<file path="config.mk">
export PLATFORM = sky130hd
export DESIGN_NAME = icmp_probe_reply_matcher_flat
export DESIGN_NICKNAME = d
export VERILOG_FILES = /design/src/rtl/ipr_pkg.sv /design/src/rtl/ipr_ifs.sv /design/src/rtl/ipr_front.sv /design/src/rtl/ipr_queue.sv /design/src/rtl/ipr_back.sv /design/src/rtl/icmp_probe_reply_matcher.sv /design/src/flat_wrapper.sv
export SDC_FILE = /design/constraint.sdc
export NUM_CORES = 1
export LEC_CHECK = 0
export ABC_AREA = 1
export BUFFER_PORTS_ARGS = -buffer_cell sky130_fd_sc_hd__buf_2
export CAP_MARGIN = 15
export CORE_UTILIZATION = 50
export CTS_BUF_LIST = sky130_fd_sc_hd__clkbuf_16
export CTS_CLUSTER_DIAMETER = 100
export CTS_CLUSTER_SIZE = 30
export DETAILED_ROUTE_END_ITERATION = 16
export GPL_TIMING_DRIVEN = 0
export PLACE_DENSITY = 0.7
export SLEW_MARGIN = 40
export SYNTH_ARGS = -nofsm -noshare
export SYNTH_HDL_FRONTEND = slang
export SYNTH_HIERARCHICAL = 1
export SYNTH_SLANG_ARGS = --single-unit
</file>
<file path="constraint.sdc">
create_clock -name i_clk -period 5.16 [get_ports i_clk]
set_input_delay 1.032 -clock i_clk [delete_from_list [all_inputs] [get_ports i_clk]]
set_output_delay 1.032 -clock i_clk [all_outputs]
set_load 0.01 [all_outputs]
</file>
<file path="src/rtl/ipr_pkg.sv">
// Package for the ICMP probe reply matcher: shared constants, queue sizing
// and the item type passed from the front end to the back end.
// No dependencies.
package ipr_pkg;

    // Bytes at or beyond this offset are ignored and the position saturates.
    localparam logic [15:0] MAX_PACKET_BYTES   = 16'hFFFF;

    // ICMP type for a time exceeded message.
    localparam logic [7:0]  TIME_EXCEEDED_TYPE = 8'd11;

    // Bytes from the ICMP header to the embedded IP header.
    localparam logic [7:0]  EMBED_SKIP         = 8'd8;

    // Offsets of the identifier and sequence bytes within the ICMP header.
    localparam logic [15:0] ICMP_ID_LO  = 16'd4;
    localparam logic [15:0] ICMP_ID_HI  = 16'd5;
    localparam logic [15:0] ICMP_SEQ_LO = 16'd6;
    localparam logic [15:0] ICMP_SEQ_HI = 16'd7;

    // Source address bytes sit at offsets 12 to 15 of the outer header.
    localparam logic [13:0] SRC_ADDR_WORD = 14'd3;

    // Decoupling queue between front and back end.
    localparam int Q_DEPTH = 4;
    localparam int Q_PTR_W = $clog2(Q_DEPTH);
    localparam int Q_CNT_W = $clog2(Q_DEPTH + 1);

    // One classified byte, as queued for the back end.
    typedef struct packed {
        logic [7:0]  packet_byte;
        logic [15:0] position;
        logic        start;
        logic        last_byte;
        logic        parse_en;
        logic [15:0] expected_sequence;
    } t_ipr_item;

    // A queue port: an item and its valid flag.
    typedef struct packed {
        logic      valid;
        t_ipr_item item;
    } t_ipr_xfer;

endpackage

</file>
<file path="src/rtl/ipr_ifs.sv">
// Channel interfaces of the ICMP probe reply matcher: the input byte stream
// and the result stream, each with valid and ready.
// No dependencies.
interface ipr_in_if;
    logic        valid;
    logic        ready;
    logic [7:0]  packet_byte;
    logic        first_byte;
    logic        last_byte;
    logic [15:0] expected_sequence;

    modport source (output valid, packet_byte, first_byte, last_byte, expected_sequence,
                    input ready);
    modport sink   (input valid, packet_byte, first_byte, last_byte, expected_sequence,
                    output ready);
endinterface

interface ipr_out_if;
    logic        valid;
    logic        ready;
    logic [7:0]  reply_type;
    logic        probe_matched;
    logic [31:0] source_address;
    logic        too_short;

    modport source (output valid, reply_type, probe_matched, source_address, too_short,
                    input ready);
    modport sink   (input valid, reply_type, probe_matched, source_address, too_short,
                    output ready);
endinterface

</file>
<file path="src/rtl/ipr_front.sv">
// Front end of the ICMP probe reply matcher: accepts bytes, tracks packet
// boundaries and the byte position, and pushes classified items to the queue.
// Depends on ipr_pkg and ipr_in_if.
module ipr_front
    import ipr_pkg::*;
(
    input  logic      i_clk,
    input  logic      i_rst_n,
    ipr_in_if.sink    i_in,
    input  logic      i_q_full,
    output t_ipr_xfer o_push
);

    logic [15:0] r_pos;
    logic [15:0] n_pos;
    logic        r_in_packet;
    logic        start;
    logic [15:0] position;
    logic        parse_en;
    logic        accept;

    // A transaction is taken whenever the queue has room.
    assign i_in.ready = !i_q_full;
    assign accept     = i_in.valid && i_in.ready;

    // Work out the position of this byte and whether it starts a packet.
    always_comb begin
        start    = i_in.first_byte || !r_in_packet;
        position = start ? 16'd0 : r_pos;
        parse_en = position < MAX_PACKET_BYTES;
        n_pos    = parse_en ? position + 16'd1 : position;
    end

    // Classified item for the back end.
    always_comb begin
        o_push.valid                  = accept;
        o_push.item.packet_byte       = i_in.packet_byte;
        o_push.item.position          = position;
        o_push.item.start             = start;
        o_push.item.last_byte         = i_in.last_byte;
        o_push.item.parse_en          = parse_en;
        o_push.item.expected_sequence = i_in.expected_sequence;
    end

    // Position counter and packet framing.
    always_ff @(posedge i_clk) begin
        if (!i_rst_n) begin
            r_pos       <= '0;
            r_in_packet <= 1'b0;
        end else if (accept) begin
            r_pos       <= n_pos;
            r_in_packet <= !i_in.last_byte;
        end
    end

endmodule

</file>
<file path="src/rtl/ipr_queue.sv">
// Short first-in first-out queue that decouples the front end from the
// back end of the ICMP probe reply matcher.
// Depends on ipr_pkg.
module ipr_queue
    import ipr_pkg::*;
(
    input  logic      i_clk,
    input  logic      i_rst_n,
    input  t_ipr_xfer i_push,
    output logic      o_full,
    output t_ipr_xfer o_head,
    input  logic      i_pop
);

    t_ipr_item             r_mem [Q_DEPTH];
    logic [Q_PTR_W-1:0]    r_wr_ptr;
    logic [Q_PTR_W-1:0]    r_rd_ptr;
    logic [Q_CNT_W-1:0]    r_count;
    logic [Q_CNT_W-1:0]    n_count;

    function automatic logic [Q_PTR_W-1:0] ptr_inc(input logic [Q_PTR_W-1:0] ptr);
        ptr_inc = (ptr == Q_PTR_W'(Q_DEPTH - 1)) ? '0 : ptr + 1'b1;
    endfunction

    assign o_full      = r_count == Q_CNT_W'(Q_DEPTH);
    assign o_head.valid = r_count != '0;
    assign o_head.item  = r_mem[r_rd_ptr];

    // Occupancy after this cycle's push and pop.
    always_comb begin
        n_count = r_count;
        if (i_push.valid && !i_pop) begin
            n_count = r_count + 1'b1;
        end else if (!i_push.valid && i_pop) begin
            n_count = r_count - 1'b1;
        end
    end

    // Storage write.
    always_ff @(posedge i_clk) begin
        if (i_push.valid) begin
            r_mem[r_wr_ptr] <= i_push.item;
        end
    end

    // Pointers and occupancy.
    always_ff @(posedge i_clk) begin
        if (!i_rst_n) begin
            r_wr_ptr <= '0;
            r_rd_ptr <= '0;
            r_count  <= '0;
        end else begin
            if (i_push.valid) begin
                r_wr_ptr <= ptr_inc(r_wr_ptr);
            end
            if (i_pop) begin
                r_rd_ptr <= ptr_inc(r_rd_ptr);
            end
            r_count <= n_count;
        end
    end

    // The occupancy never passes the depth.
    a_count_bound: assert property (@(posedge i_clk) disable iff (!i_rst_n)
        r_count <= Q_CNT_W'(Q_DEPTH))
        else $error("queue occupancy above depth");

    // The back end only pops an item that is present.
    a_pop_nonempty: assert property (@(posedge i_clk) disable iff (!i_rst_n)
        i_pop |-> o_head.valid)
        else $error("pop from empty queue");

    // The front end never pushes into a full queue.
    a_push_room: assert property (@(posedge i_clk) disable iff (!i_rst_n)
        i_push.valid |-> !o_full)
        else $error("push into full queue");

    // A lone push raises the occupancy by one.
    a_count_step: assert property (@(posedge i_clk) disable iff (!i_rst_n)
        (i_push.valid && !i_pop) |=> r_count == $past(r_count) + 1'b1)
        else $error("occupancy did not follow a push");

endmodule

</file>
<file path="src/rtl/ipr_back.sv">
// Back end of the ICMP probe reply matcher: parses queued bytes, gathers
// type, address, identifier and sequence, and registers one result per packet.
// Depends on ipr_pkg and ipr_out_if.
module ipr_back
    import ipr_pkg::*;
(
    input  logic        i_clk,
    input  logic        i_rst_n,
    input  logic        i_cfg_we,
    input  logic [15:0] i_cfg_wdata,
    input  t_ipr_xfer   i_head,
    output logic        o_pop,
    ipr_out_if.source   o_out
);

    logic [15:0] r_own_id;
    logic [7:0]  r_icmp_off,   n_icmp_off;
    logic [7:0]  r_inner_off,  n_inner_off;
    logic [7:0]  r_type,       n_type;
    logic [15:0] r_cap_id,     n_cap_id;
    logic [15:0] r_cap_seq,    n_cap_seq;
    logic [31:0] r_cap_src,    n_cap_src;
    logic [15:0] r_lat_seq,    n_lat_seq;
    logic        r_type_seen,  n_type_seen;
    logic        r_await,      n_await;
    logic        r_seq_done,   n_seq_done;

    logic        r_out_valid;
    logic [7:0]  r_out_type;
    logic        r_out_match;
    logic [31:0] r_out_src;
    logic        r_out_short;

    logic        out_free;
    logic [7:0]  b;
    logic [15:0] p;
    logic [15:0] d;
    logic [7:0]  nib4;

    // An item that ends a packet waits until the result register is free.
    assign out_free = !r_out_valid || o_out.ready;
    assign o_pop    = i_head.valid && (!i_head.item.last_byte || out_free);
    assign b        = i_head.item.packet_byte;
    assign p        = i_head.item.position;
    assign nib4     = {2'b00, b[3:0], 2'b00};

    // Parse one byte against the current packet state.
    always_comb begin
        if (i_head.item.start) begin
            n_icmp_off  = '0;
            n_inner_off = '0;
            n_type      = '0;
            n_cap_id    = '0;
            n_cap_seq   = '0;
            n_cap_src   = '0;
            n_lat_seq   = i_head.item.expected_sequence;
            n_type_seen = 1'b0;
            n_await     = 1'b0;
            n_seq_done  = 1'b0;
        end else begin
            n_icmp_off  = r_icmp_off;
            n_inner_off = r_inner_off;
            n_type      = r_type;
            n_cap_id    = r_cap_id;
            n_cap_seq   = r_cap_seq;
            n_cap_src   = r_cap_src;
            n_lat_seq   = r_lat_seq;
            n_type_seen = r_type_seen;
            n_await     = r_await;
            n_seq_done  = r_seq_done;
        end
        d = p - {8'd0, n_icmp_off};

        if (i_head.item.parse_en) begin
            // The length nibble of byte 0 places the outer ICMP header.
            if (p == 16'd0) begin
                n_icmp_off  = nib4;
                n_inner_off = nib4 + EMBED_SKIP;
                d           = p - {8'd0, nib4};
            end

            // Source address, byte 12 in the top eight bits.
            if (p[15:2] == SRC_ADDR_WORD) begin
                case (p[1:0])
                    2'd0:    n_cap_src[31:24] = n_cap_src[31:24] | b;
                    2'd1:    n_cap_src[23:16] = n_cap_src[23:16] | b;
                    2'd2:    n_cap_src[15:8]  = n_cap_src[15:8]  | b;
                    default: n_cap_src[7:0]   = n_cap_src[7:0]   | b;
                endcase
            end

            if (!n_type_seen) begin
                // Outer ICMP type.
                if (p == {8'd0, n_icmp_off}) begin
                    n_type      = b;
                    n_type_seen = 1'b1;
                    n_await     = b == TIME_EXCEEDED_TYPE;
                end
            end else if (n_await) begin
                // Embedded IP header length places the embedded ICMP header.
                if (p == {8'd0, n_inner_off}) begin
                    n_icmp_off = n_inner_off + nib4;
                    n_await    = 1'b0;
                end
            end else if (p >= {8'd0, n_icmp_off}) begin
                // Identifier and sequence, low byte first.
                case (d)
                    ICMP_ID_LO:  n_cap_id[7:0]   = b;
                    ICMP_ID_HI:  n_cap_id[15:8]  = b;
                    ICMP_SEQ_LO: n_cap_seq[7:0]  = b;
                    ICMP_SEQ_HI: begin
                        n_cap_seq[15:8] = b;
                        n_seq_done      = 1'b1;
                    end
                    default: ;
                endcase
            end
        end
    end

    // Configuration register.
    always_ff @(posedge i_clk) begin
        if (!i_rst_n) begin
            r_own_id <= '0;
        end else if (i_cfg_we) begin
            r_own_id <= i_cfg_wdata;
        end
    end

    // Packet state, updated once per popped item.
    always_ff @(posedge i_clk) begin
        if (!i_rst_n) begin
            r_icmp_off  <= '0;
            r_inner_off <= '0;
            r_type      <= '0;
            r_cap_id    <= '0;
            r_cap_seq   <= '0;
            r_cap_src   <= '0;
            r_lat_seq   <= '0;
            r_type_seen <= 1'b0;
            r_await     <= 1'b0;
            r_seq_done  <= 1'b0;
        end else if (o_pop) begin
            r_icmp_off  <= n_icmp_off;
            r_inner_off <= n_inner_off;
            r_type      <= n_type;
            r_cap_id    <= n_cap_id;
            r_cap_seq   <= n_cap_seq;
            r_cap_src   <= n_cap_src;
            r_lat_seq   <= n_lat_seq;
            r_type_seen <= n_type_seen;
            r_await     <= n_await;
            r_seq_done  <= n_seq_done;
        end
    end

    // Result register, loaded on the last byte of a packet.
    always_ff @(posedge i_clk) begin
        if (!i_rst_n) begin
            r_out_valid <= 1'b0;
        end else if (o_pop && i_head.item.last_byte) begin
            r_out_valid <= 1'b1;
        end else if (o_out.ready) begin
            r_out_valid <= 1'b0;
        end
    end

    always_ff @(posedge i_clk) begin
        if (o_pop && i_head.item.last_byte) begin
            r_out_type  <= n_type_seen ? n_type : 8'd0;
            r_out_match <= n_seq_done && (n_cap_id == r_own_id) && (n_cap_seq == n_lat_seq);
            r_out_src   <= n_cap_src;
            r_out_short <= !n_seq_done;
        end
    end

    assign o_out.valid          = r_out_valid;
    assign o_out.reply_type     = r_out_type;
    assign o_out.probe_matched  = r_out_match;
    assign o_out.source_address = r_out_src;
    assign o_out.too_short      = r_out_short;

    // A match is never reported for a packet flagged as too short.
    a_match_not_short: assert property (@(posedge i_clk) disable iff (!i_rst_n)
        r_out_valid |-> !(r_out_match && r_out_short))
        else $error("match reported on truncated packet");

    // A waiting result is never overwritten by a new packet end.
    a_no_overwrite: assert property (@(posedge i_clk) disable iff (!i_rst_n)
        (r_out_valid && !o_out.ready) |-> !(o_pop && i_head.item.last_byte))
        else $error("result overwritten while stalled");

    // The embedded header is only awaited after a time exceeded type.
    a_await_type: assert property (@(posedge i_clk) disable iff (!i_rst_n)
        r_await |-> (r_type_seen && r_type == TIME_EXCEEDED_TYPE))
        else $error("awaiting embedded header without time exceeded type");

endmodule

</file>
<file path="src/rtl/icmp_probe_reply_matcher.sv">
// Top level of the ICMP probe reply matcher: front end, decoupling queue and
// back end. Depends on ipr_pkg, ipr_ifs, ipr_front, ipr_queue and ipr_back.
//
// Usage:
//   i_in carries a received IPv4 packet one byte per transaction, with first
//   and last marks and the expected sequence of the outstanding probe. A byte
//   after reset or after a last byte starts a new packet on its own.
//   o_out carries one result transaction per packet, issued for its last
//   byte: outer ICMP type, match flag, outer source address, too-short flag.
//   i_cfg_we with i_cfg_wdata writes the prober's own identifier; write it
//   only while no packet is in flight.
// Throughput: one byte per cycle unless a last byte waits on a held result,
//   set by the combinational parse step in the back end; the front end takes
//   a byte each cycle the four-entry queue has room.
// Path: a last byte accepted on i_in is written into the queue, then popped
//   into the result register, which drives o_out.
// Reset (synchronous, active low) empties the queue, drops any result and
//   clears the identifier to zero; no clearing pass is needed.
// Stall: while a result waits on o_out, bytes keep flowing until the next
//   last byte reaches the back end; the queue then fills and i_in.ready falls.
module icmp_probe_reply_matcher
    import ipr_pkg::*;
(
    input  logic        i_clk,
    input  logic        i_rst_n,
    ipr_in_if.sink      i_in,
    ipr_out_if.source   o_out,
    input  logic        i_cfg_we,
    input  logic [15:0] i_cfg_wdata
);

    t_ipr_xfer push;
    t_ipr_xfer head;
    logic      q_full;
    logic      pop;

    ipr_front u_front (
        .i_clk    (i_clk),
        .i_rst_n  (i_rst_n),
        .i_in     (i_in),
        .i_q_full (q_full),
        .o_push   (push)
    );

    ipr_queue u_queue (
        .i_clk   (i_clk),
        .i_rst_n (i_rst_n),
        .i_push  (push),
        .o_full  (q_full),
        .o_head  (head),
        .i_pop   (pop)
    );

    ipr_back u_back (
        .i_clk       (i_clk),
        .i_rst_n     (i_rst_n),
        .i_cfg_we    (i_cfg_we),
        .i_cfg_wdata (i_cfg_wdata),
        .i_head      (head),
        .o_pop       (pop),
        .o_out       (o_out)
    );

endmodule

</file>
<file path="src/flat_wrapper.sv">
// flat-port wrapper written by rule: the top's interface ports become plain ports
module icmp_probe_reply_matcher_flat import ipr_pkg::*;
  (i_clk, i_rst_n, i_cfg_we, i_cfg_wdata, i_in_valid, i_in_packet_byte, i_in_first_byte, i_in_last_byte, i_in_expected_sequence, i_in_ready, o_out_valid, o_out_reply_type, o_out_probe_matched, o_out_source_address, o_out_too_short, o_out_ready);
  ipr_in_if i_in_i ();
  ipr_out_if o_out_i ();
  input  logic i_clk;
  input  logic i_rst_n;
  input  logic i_cfg_we;
  input  logic [15:0] i_cfg_wdata;
  input wire logic [$bits(i_in_i.valid)-1:0] i_in_valid;
  input wire logic [$bits(i_in_i.packet_byte)-1:0] i_in_packet_byte;
  input wire logic [$bits(i_in_i.first_byte)-1:0] i_in_first_byte;
  input wire logic [$bits(i_in_i.last_byte)-1:0] i_in_last_byte;
  input wire logic [$bits(i_in_i.expected_sequence)-1:0] i_in_expected_sequence;
  output wire logic [$bits(i_in_i.ready)-1:0] i_in_ready;
  output wire logic [$bits(o_out_i.valid)-1:0] o_out_valid;
  output wire logic [$bits(o_out_i.reply_type)-1:0] o_out_reply_type;
  output wire logic [$bits(o_out_i.probe_matched)-1:0] o_out_probe_matched;
  output wire logic [$bits(o_out_i.source_address)-1:0] o_out_source_address;
  output wire logic [$bits(o_out_i.too_short)-1:0] o_out_too_short;
  input wire logic [$bits(o_out_i.ready)-1:0] o_out_ready;
  assign i_in_i.valid = i_in_valid;
  assign i_in_i.packet_byte = i_in_packet_byte;
  assign i_in_i.first_byte = i_in_first_byte;
  assign i_in_i.last_byte = i_in_last_byte;
  assign i_in_i.expected_sequence = i_in_expected_sequence;
  assign i_in_ready = i_in_i.ready;
  assign o_out_valid = o_out_i.valid;
  assign o_out_reply_type = o_out_i.reply_type;
  assign o_out_probe_matched = o_out_i.probe_matched;
  assign o_out_source_address = o_out_i.source_address;
  assign o_out_too_short = o_out_i.too_short;
  assign o_out_i.ready = o_out_ready;
  icmp_probe_reply_matcher u_core (.i_clk(i_clk), .i_rst_n(i_rst_n), .i_in(i_in_i), .o_out(o_out_i), .i_cfg_we(i_cfg_we), .i_cfg_wdata(i_cfg_wdata));
endmodule
</file>
==> results.json <==
{
  "grt_pass1_wl_mm": 82.7,
  "clk_latency_ps": 530,
  "syn_to_final_growth_pct": 12.6,
  "tns_ps": 0,
  "synth_compound_area_share_pct": 15.1,
  "vias": 16415,
  "clockPowerShare_pct": 12.8,
  "std_cell_rows": 70,
  "synth.area.mux_share_pct": 0,
  "place.gp.congestion": 0.960,
  "critPathKind": "reg2reg",
  "clockRootBuffer": "clkbuf_16",
  "path_clk_slew_ps": 120,
  "first_iter_violations": 1578,
  "synthXorXnorAreaFrac_pct": 0.836,
  "cts_made_buffers": 17,
  "syn_inst": 2282,
  "grt_max_degree": 39,
  "hold_class": "reg2reg",
  "ys.flop_type": "edfxtp_1",
  "final_cells": 2921,
  "cts_sinks": 364,
  "seqPwrFrac_pct": 33.5,
  "setup-violations-final": 0,
  "routedWlPerCell_um": 18.4,
  "synth_top_family_by_area": "simple AND/OR/NAND/NOR gates",
  "max_freq_mhz": 202,
  "startpoint_type": "flop",
  "synth_top_area_share_pct": 34.1,
  "hold_viol_final": 0,
  "synth_fp_nets": 2370,
  "ios": 91,
  "synthAdderAreaFrac_pct": 2.88,
  "synthArstFlopShare_pct": 0,
  "combPwrFrac_pct": 53.6,
  "cap_violations": 0,
  "arrival_ps": 5320,
  "wl_mm": 53.9,
  "core_um2": 36900,
  "antenna_found_initial": 0,
  "p_int_uw": 6710,
  "synth_area_per_cell_um2": 8.27,
  "path_max_fanout": 10,
  "synth_edf_count": 214,
  "cp_data_required_time_ps": 5540,
  "synth_area_um2": 18900,
  "cts_tree": "yes",
  "drive_gt1_share_pct": 14.8,
  "die_area_um2": 38500,
  "clock_skew_ps": 22.4,
  "placed_cell_area_um2": 20000,
  "ys_types": 51,
  "reg2reg_depth": 35,
  "grt_pass1_vias": 14958,
  "cp_slowest_cell": "dfxtp_4",
  "hold_buffers": 0,
  "ys_ff_latch": 364,
  "drc": 0,
  "start_util_pct": 51.2,
  "synth_top_area_cell": "edfxtp_1",
  "dieWidth_um": 196,
  "numPortBuffers": 66,
  "status": "complete, no violations",
  "ys_seq_area_share_pct": 50.0,
  "design_area_um2": 21200,
  "path_common_cell": "nand2_1",
  "worst_path_largest_cell_delay_ps": 410,
  "cts_buffer_depth": 3,
  "yosys_warnings": 6,
  "synth_area_leaders": "edfxtp_1, dfxtp_1, nand2_1, o21ai_0, inv_1",
  "antenna_left": 0,
  "n_antenna_cell": 0,
  "dp_hpwl_mm": 38.8,
  "p_leak_uw": 0.00894,
  "max_slew_margin_pct": 42.8,
  "worst_setup_path_end_kind": "flop",
  "fillers": 3360,
  "die_h_um": 196,
  "drv_slew": 0,
  "overflow": 0,
  "track_usage_pct": 27.4,
  "avgViaCountPerCell": 5.62,
  "worst_slew_pin_slew_ps": 858,
  "nets": 2494,
  "synthSimpleGateAreaFrac_pct": 22.0,
  "holdPathStages": 2,
  "power_switching_uw": 5740,
  "p_sw_share_pct": 46.1,
  "period_share_pct": 95.7,
  "htree_levels": 1,
  "dp.cells": 2857,
  "dr.pass1.iters": 6,
  "period_minus_slack_ps": 4940,
  "powerDensity_nw_per_um2": 586,
  "vdd_drop_max_uv": 455
}
[registers in the layout, indices dropped and copies added (netlist names), 16 cells and up, named ones only]
register,cells
u_core/u_front/r_pos,16
u_core/u_back/r_cap_id,16
u_core/u_back/o_out.source_address,32
u_core/u_queue/r_mem,172
u_core/u_back/r_lat_seq,16
u_core/u_back/r_cap_seq,16
u_core/u_back/r_cap_src,32
u_core/u_back/r_own_id,16
[timing repair]
action                     in CTS  in global routing
setup endpoints to repair      52                  1
pin swaps                      16                 22
buffers inserted               18                 17
gates resized for setup        67                 94
[through the flow]
stage               hold slack, ps  power, uW  utilization [%]  setup WS (ps)
finish                         453      12500             57.6            220
global route                   469      13300             57.6          -53.8
CTS                            446      12100             56.6           7.42
detailed placement             430      10200             54.2          -2140
global placement               425      10000             53.8          -2180
floorplan                      416       8360                -            353
[cells in the mapped netlist, types with 5 or more instances]
cell type and instances:
nand2_1 440, inv_1 240, nor2_1 232, o21ai_0 229, edfxtp_1 214, a21oi_1 164
dfxtp_1 150, nand3_1 132, clkbuf_1 76, o22ai_1 75, nand4_1 42, ha_1 37
buf_4 33, o21ai_1 27, buf_2 17, or2_2 17, nand3b_1 14, xor2_1 14
nor3_1 13, buf_6 11, inv_2 11, nor2_4 11, o211ai_1 11, nor2_2 9
a211oi_1 7, buf_1 5, nand2_2 5, nand3_2 5
[cell usage in the layout (no fill, tap or decap), types with 17 or more instances in the layout]
cell type  Yosys  layout
clkbuf_16      0      18
nor2_1       232     203
clkbuf_1      76      62
buf_4         33      67
dfxtp_1      150     148
nand2_1      440     433
buf_2         17      83
nand3_1      132     128
o21ai_0      229     202
nor2_2         9      30
edfxtp_1     214     214
o21ai_1       27      47
o22ai_1       75      55
a21oi_1      164     163
or2_2         17      17
nand4_1       42      42
ha_1          37      36
nor2_4        11      19
inv_1        240     239
[worst paths after layout]
kind / startpoint / endpoint / slack, ps
worst max register to register: flop / u_core/u_back/o_out.probe_matched / 220
worst min register to register: u_core/u_back/r_inner_off[7] / u_core/u_back/r_inner_off[7] / 450
worst min-delay path: u_core/u_back/r_inner_off[7] / u_core/u_back/r_inner_off[7] / 450
worst max-delay path: flop / u_core/u_back/o_out.probe_matched / 220
[metal layers]
metal  track usage [%]  share of wire [%]  up-vias
li1                  -                  -     7924
met1              38.4                 44     7768
met3              2.94                7.3       72
met2              45.4                 47      651
met5                 0                  0        -
met4              6.83                2.2        0
[kinds of logic after synthesis]
kind of cell | after synthesis
xor+xnor | 18
compound gates | 528
flops | 364
buf+inv | 398
simple gates | 933
fa+ha+maj | 41
[critical path: cells and delay by family (launching register included)]
family                     cells  cell delay, ps
DFF                            1             410
AOI/OAI and AO/OA              3             430
adders and majority gates      1             320
and+or+nand+nor               25            2660
buffers and inverters          6             920
[area by class of cell]
class	instances	area, um2	area share (%)
Tap cell	504	631	2.97
Multi-Input combinational cell	1520	8070	38.0
Buffer	142	868	4.09
Clock buffer	18	450	2.12
Sequential cell	364	9440	44.4
Clock inverter	12	93.8	0.442
Timing Repair Buffer	106	718	3.38
Inverter	255	975	4.59
[power by group through the flow]
stage | clock, uW | sequential [uW] | combinational, uW
after floorplan | 0 | 4260 | 4100
after global placement | 0 | 4220 | 5820
after detailed placement | 0 | 4230 | 6000
after CTS | 1650 | 4160 | 6310
after global routing | 1730 | 4240 | 7320
final | 1600 | 4180 | 6680
No activity file was read; power rests on OpenSTA's default activity.
